--- src/design/lrce_pkg.sv ---
// Package for the LZW RGB channel encoder: sizes, command and status structs.
// Used by every module of the block; depends on nothing.
package lrce_pkg;

   localparam int DICT_SIZE = 4096;
   localparam int CODE_W = $clog2(DICT_SIZE);
   localparam int NEXT_W = CODE_W + 1;
   localparam int LIMIT_W = 13;
   localparam int CMP_W = (NEXT_W > LIMIT_W) ? NEXT_W : LIMIT_W;
   localparam int OUT_CODE_W = 12;
   localparam int BYTE_W = 8;
   localparam int KEY_W = OUT_CODE_W + BYTE_W;
   localparam int CH_W = 2;
   localparam int MEM_DEPTH = 4 * DICT_SIZE;
   localparam int ADDR_W = CH_W + CODE_W;
   localparam logic [NEXT_W-1:0] FIRST_FREE = NEXT_W'(256);
   localparam logic [LIMIT_W-1:0] LIMIT_RESET = LIMIT_W'(4096);
   localparam logic [CH_W-1:0] CH_RED = 2'd0;
   localparam logic [CH_W-1:0] CH_BLUE = 2'd2;
   localparam logic [0:0] REG_DICT_LIMIT = 1'b0;

   typedef struct packed {
      logic load;
      logic set_first;
      logic scan_start;
      logic scan_inc;
      logic rd_en;
      logic take_hit;
      logic emit;
      logic emit_flush;
      logic ch_inc;
      logic ch_zero;
      logic clear;
      logic finish;
   } cmd_type;

   typedef struct packed {
      logic pv;
      logic top_empty;
      logic scan_last;
      logic hit;
      logic ch_last;
      logic eoi;
      logic can_emit;
      logic pend_v;
   } sts_type;

endpackage

--- src/design/lrce_ctrl.sv ---
// Controller state machine of the LZW RGB channel encoder.
// Depends on lrce_pkg; drives the datapath lrce_dp through command structs.
module lrce_ctrl import lrce_pkg::*; (
   input  logic    clock,
   input  logic    reset,
   input  logic    req_valid,
   output logic    req_ready,
   input  sts_type sts,
   output cmd_type cmd
);

   localparam logic [2:0] S_IDLE = 3'd0;
   localparam logic [2:0] S_CHAN = 3'd1;
   localparam logic [2:0] S_RD = 3'd2;
   localparam logic [2:0] S_CMP = 3'd3;
   localparam logic [2:0] S_MISS = 3'd4;
   localparam logic [2:0] S_NEXT = 3'd5;
   localparam logic [2:0] S_FLUSH = 3'd6;
   localparam logic [2:0] S_FIN = 3'd7;

   logic [2:0] state_ff;
   logic [2:0] state_in;

   always_ff @(posedge clock) begin
      if (reset) begin
         state_ff <= S_IDLE;
      end else begin
         state_ff <= state_in;
      end
   end

   assign req_ready = (state_ff == S_IDLE);

   always_comb begin
      state_in = state_ff;
      cmd = '0;
      case (state_ff)
         S_IDLE: begin
            if (req_valid) begin
               cmd.load = 1'b1;
               cmd.ch_zero = 1'b1;
               state_in = S_CHAN;
            end
         end
         S_CHAN: begin
            if (!sts.pv) begin
               cmd.set_first = 1'b1;
               state_in = S_NEXT;
            end else if (sts.top_empty) begin
               state_in = S_MISS;
            end else begin
               cmd.scan_start = 1'b1;
               state_in = S_RD;
            end
         end
         S_RD: begin
            cmd.rd_en = 1'b1;
            state_in = S_CMP;
         end
         S_CMP: begin
            if (sts.hit) begin
               cmd.take_hit = 1'b1;
               state_in = S_NEXT;
            end else if (sts.scan_last) begin
               state_in = S_MISS;
            end else begin
               cmd.scan_inc = 1'b1;
               state_in = S_RD;
            end
         end
         S_MISS: begin
            if (sts.can_emit) begin
               cmd.emit = 1'b1;
               state_in = S_NEXT;
            end
         end
         S_NEXT: begin
            if (!sts.ch_last) begin
               cmd.ch_inc = 1'b1;
               state_in = S_CHAN;
            end else if (sts.eoi) begin
               cmd.ch_zero = 1'b1;
               state_in = S_FLUSH;
            end else begin
               state_in = S_FIN;
            end
         end
         S_FLUSH: begin
            if (sts.can_emit) begin
               cmd.emit = 1'b1;
               cmd.emit_flush = 1'b1;
               if (sts.ch_last) begin
                  state_in = S_FIN;
               end else begin
                  cmd.ch_inc = 1'b1;
               end
            end
         end
         S_FIN: begin
            if (!sts.pend_v) begin
               if (sts.eoi) begin
                  cmd.clear = 1'b1;
               end
               state_in = S_IDLE;
            end else if (sts.can_emit) begin
               cmd.finish = 1'b1;
            end
         end
         default: begin
            state_in = S_IDLE;
         end
      endcase
   end

endmodule

--- config.mk ---
export PLATFORM = sky130hd
export DESIGN_NAME = lrce_ctrl
export DESIGN_NICKNAME = d
export VERILOG_FILES = /design/src/design/lrce_pkg.sv /design/src/design/lrce_ctrl.sv
export SDC_FILE = /design/constraint.sdc
export NUM_CORES = 1
export LEC_CHECK = 0
export BUFFER_PORTS_ARGS = -buffer_cell sky130_fd_sc_hd__buf_2
export CORE_MARGIN = 5
export CORE_UTILIZATION = 30
export CTS_CLUSTER_DIAMETER = 80
export DETAILED_ROUTE_END_ITERATION = 10
export PLACE_DENSITY = 0.66
export SLEW_MARGIN = 20
export SYNTH_ARGS = -nofsm -noshare
export SYNTH_HDL_FRONTEND = slang
export SYNTH_SLANG_ARGS = --single-unit
--- constraint.sdc ---
create_clock -name clock -period 2.95 [get_ports clock]
set_input_delay 0.885 -clock clock [delete_from_list [all_inputs] [get_ports clock]]
set_output_delay 0.885 -clock clock [all_outputs]
set_load 0.005 [all_outputs]
==> run_results.csv <==
group,metric,value,unit
outcome,outcome,"finished, final reports clean",
min_path,hold_path_class,"reg2reg",
floorplan,core,1301,sq um
power_and_ir_drop,powerDensity,457.2,nW/um^2
worst_setup_path,critPathMostFrequentCell,"buf_2",
worst_setup_path,path_cells,"buf_2 -> or3b_4 -> nor2_1 -> buf_2",
worst_setup_path,cp_top_family,"simple AND/OR/NAND/NOR gates",
worst_setup_path,critPathLaunchType,"primary input",
clock_network,cts_sinks,3,
timing,relSlewSlack,0.5521,
final_layout,drive_gt1_frac,0.3571,
floorplan,die_h,46.99,um
final_layout,final_cells,99,
final_layout,stdcell_area,525.5,sq um
timing,skew,0.005374,ns
routing,routed.top_layer,"met4",
timing,fin_setup_tns,0,ns
clock_network,clock-root-buffer,"clkbuf_4",
worst_setup_path,worstSetupEndpointType,"output port",
worst_setup_path,r2r_setup_slack,1.28,ns
synth,synth_most_common_cell,"nor2_1",
floorplan,num_rows,13,
timing,post-route-period-util,0.8336,
synth,yosysWarnings,0,
worst_setup_path,cp_data_required_time,2.07,ns
synth,async_flop_share,0,
worst_setup_path,crit_arrival,1.57,ns
worst_setup_path,r2r_cells,3,
grt,grt_pass1_wl,1897,um
synth,synth_common_cells,"nor2_1 (8), nand2b_1 (7), a21oi_1 (6), nand2_1 (5)",
job,max_cap_violations,0,
synth,synth_ff_type,"dfxtp_1",
timing,rsz0062_at_grt,"false",
final_layout,final_net_count,96,
timing,period_needed,2.459,ns
routing,ant_nets,0,
synth,synth_area,410.4,sq um
placement,routabilityCongestion,0.8234,
placement,portBuffers,23,
worst_setup_path,crit-reg2reg-launch,"state_ff[2]$_SDFFE_PP0P_",
worst_setup_path,critPathMaxStageDelay,0.38,ns
placement,placed_area,499.2,sq um
worst_setup_path,crit_type,"in2out",
routing,wirelength,1110,um
routing,detailedRoute.firstPassIterationCount,4,
clock_network,post_cts.repair.setup_buffers,0,
timing,setup_ws,0.4910,ns
synth,synth_edf_count,0,
final_layout,largest-register,"state_ff",
final_layout,reg_top3,"state_ff x3",
worst_setup_path,cp-endpoint,"cmd[9]",
final_layout,fillers,159,
routing,m1WireLength,521,um
routing,dr_wl_met3,98,um
synth,syn_inst,61,
grt,grt.overflow.total,0,
synth,ys_types,29,
routing,drc_errors,0,
placement,hpwlAfterDp,863.3,um
clock_network,cts_resized,0,
synth,yosysTopAreaCell,"dfxtp_1",
routing,route.met2.wl,462,um
floorplan,die_area,2208,sq um
synth,synth.top_cell.area_share,0.1463,
clock_network,cts_hold_buf,0,
clock_network,cts_tree,"built",
clock_network,cts_max_level,1,
timing,tightest_slew,0.6710,ns
worst_setup_path,crit_cells,4,
placement,placedCellCount,95,
worst_setup_path,crit_buf_inv,2,
clock_network,cts_made_buffers,3,
power_and_ir_drop,p_leak,0.0002272,uW
routing,num_vias,502,
worst_setup_path,cp_max_fo,4,
final_layout,n_antenna_cell,0,
placement,post-place-ws,0.4861,ns
synth,synth-seq-cells,3,
timing,hold_viol_final,0,
synth,syn_nets,72,
grt,grt_pass1_vias,439,
routing,drt_first_iter_violations,15,
final_layout,area_growth,28.05,%
timing,drv_slew,0,
worst_setup_path,crit_start,"sts[7]",
routing,wire_per_inst,11.21,um
grt,antenna_found_initial,0,
min_path,min_path_cells,2,
power_and_ir_drop,ir_drop,0.1464,mV
clock_network,clk_pin_slew,0.03,ns
worst_setup_path,r2r-end,"state_ff[1]$_SDFFE_PP0P_",
worst_setup_path,critical_path.slowest_cell,"or3b_4",
clock_network,clk_latency,0.24,ns
timing,setup_viol,0,
clock_network,cts_max_path_buffers,2,
floorplan,die_x,46.99,um
final_layout,largest_register_ffs,3,
floorplan,initial_core_util,0.3154,
floorplan,ios,24,
synth,synth.area.top_cells,"dfxtp_1 (15%), nand2b_1 (11%), a21oi_1 (7.3%), nor2_1 (7.3%), buf_6 (5.5%)",
synth,syn_avg_cell_area,6.728,sq um
synth,ys_seq_area_frac,0.1463,
timing,fmax,0.4067,GHz
routing,via_per_inst,5.071,
grt,grt_usage,0.1222,
grt,grt_max_degree,23,
## cell usage in the layout (no fill, tap or decap), types with 2 or more instances in the layout
| cell type | instances |
|---|---|
| dfxtp_1 | 3 |
| nor3_1 | 3 |
| nor2b_1 | 2 |
| nor2_1 | 8 |
| buf_2 | 23 |
| o21ai_1 | 2 |
| nand2_1 | 5 |
| a21oi_2 | 2 |
| clkbuf_4 | 3 |
| nand3_1 | 2 |
| a21oi_1 | 6 |
| nor4_1 | 2 |
| nand2b_1 | 7 |
## through the flow
step | power (uW) | util | hold slack [ns]
floorplan | 147.0 | - | 0.5252
global placement | 165.0 | 0.3837 | 0.6923
detailed placement | 165.8 | 0.3837 | 0.6915
CTS | 243.6 | 0.4038 | 0.6954
global route | 259.3 | 0.4038 | 0.7492
finish | 240.3 | 0.4038 | 0.6952
## layer usage
metal	global-route usage	vias up
met5	0	-
met4	0.06630	0
met3	0.03448	2
met2	0.1626	24
met1	0.1742	212
li1	-	264
## final cells by class
class / instances / area, sq um / share of cell area
multi-input combinational: 53 / 301.5 / 0.5738
timing repair buffer: 23 / 115.1 / 0.2190
tap: 15 / 18.77 / 0.03571
inverter: 1 / 3.754 / 0.007143
sequential: 3 / 60.06 / 0.1143
clock buffer: 4 / 26.28 / 0.05000
## power breakdown
part / total (uW) / switching, uW / internal (uW)
combinational: 90.3 / 44.4 / 46.0
sequential: 74.4 / 27.2 / 47.2
clock: 75.5 / 24.6 / 50.9
total: 240 / 96.2 / 144
## worst reg2reg max path, stage by stage, from the launching register on
cell     delay [ns]
dfxtp_1        0.74
nor3_1         0.14
or4_1          0.52
o22ai_1        0.18
## kinds of logic after synthesis
| kind of cell | count (synthesis) | synth area share |
|---|---|---|
| flops | 3 | 0.1463 |
| buf+inv | 5 | 0.1189 |
| simple gates | 37 | 0.4909 |
| compound gates | 16 | 0.2439 |
## how the worst min path moves through the flow
| stage | from | to | slack, ns |
|---|---|---|---|
| after floorplan | state_ff[2]$_SDFFE_PP0P_ | state_ff[2]$_SDFFE_PP0P_ | 0.53 |
| after global placement | state_ff[1]$_SDFFE_PP0P_ | state_ff[1]$_SDFFE_PP0P_ | 0.69 |
| after detailed placement | state_ff[1]$_SDFFE_PP0P_ | state_ff[1]$_SDFFE_PP0P_ | 0.69 |
| after CTS | state_ff[1]$_SDFFE_PP0P_ | state_ff[1]$_SDFFE_PP0P_ | 0.70 |
| after global routing | state_ff[1]$_SDFFE_PP0P_ | state_ff[1]$_SDFFE_PP0P_ | 0.75 |
| final | state_ff[1]$_SDFFE_PP0P_ | state_ff[1]$_SDFFE_PP0P_ | 0.70 |
Power figures use the tool's default switching activity.
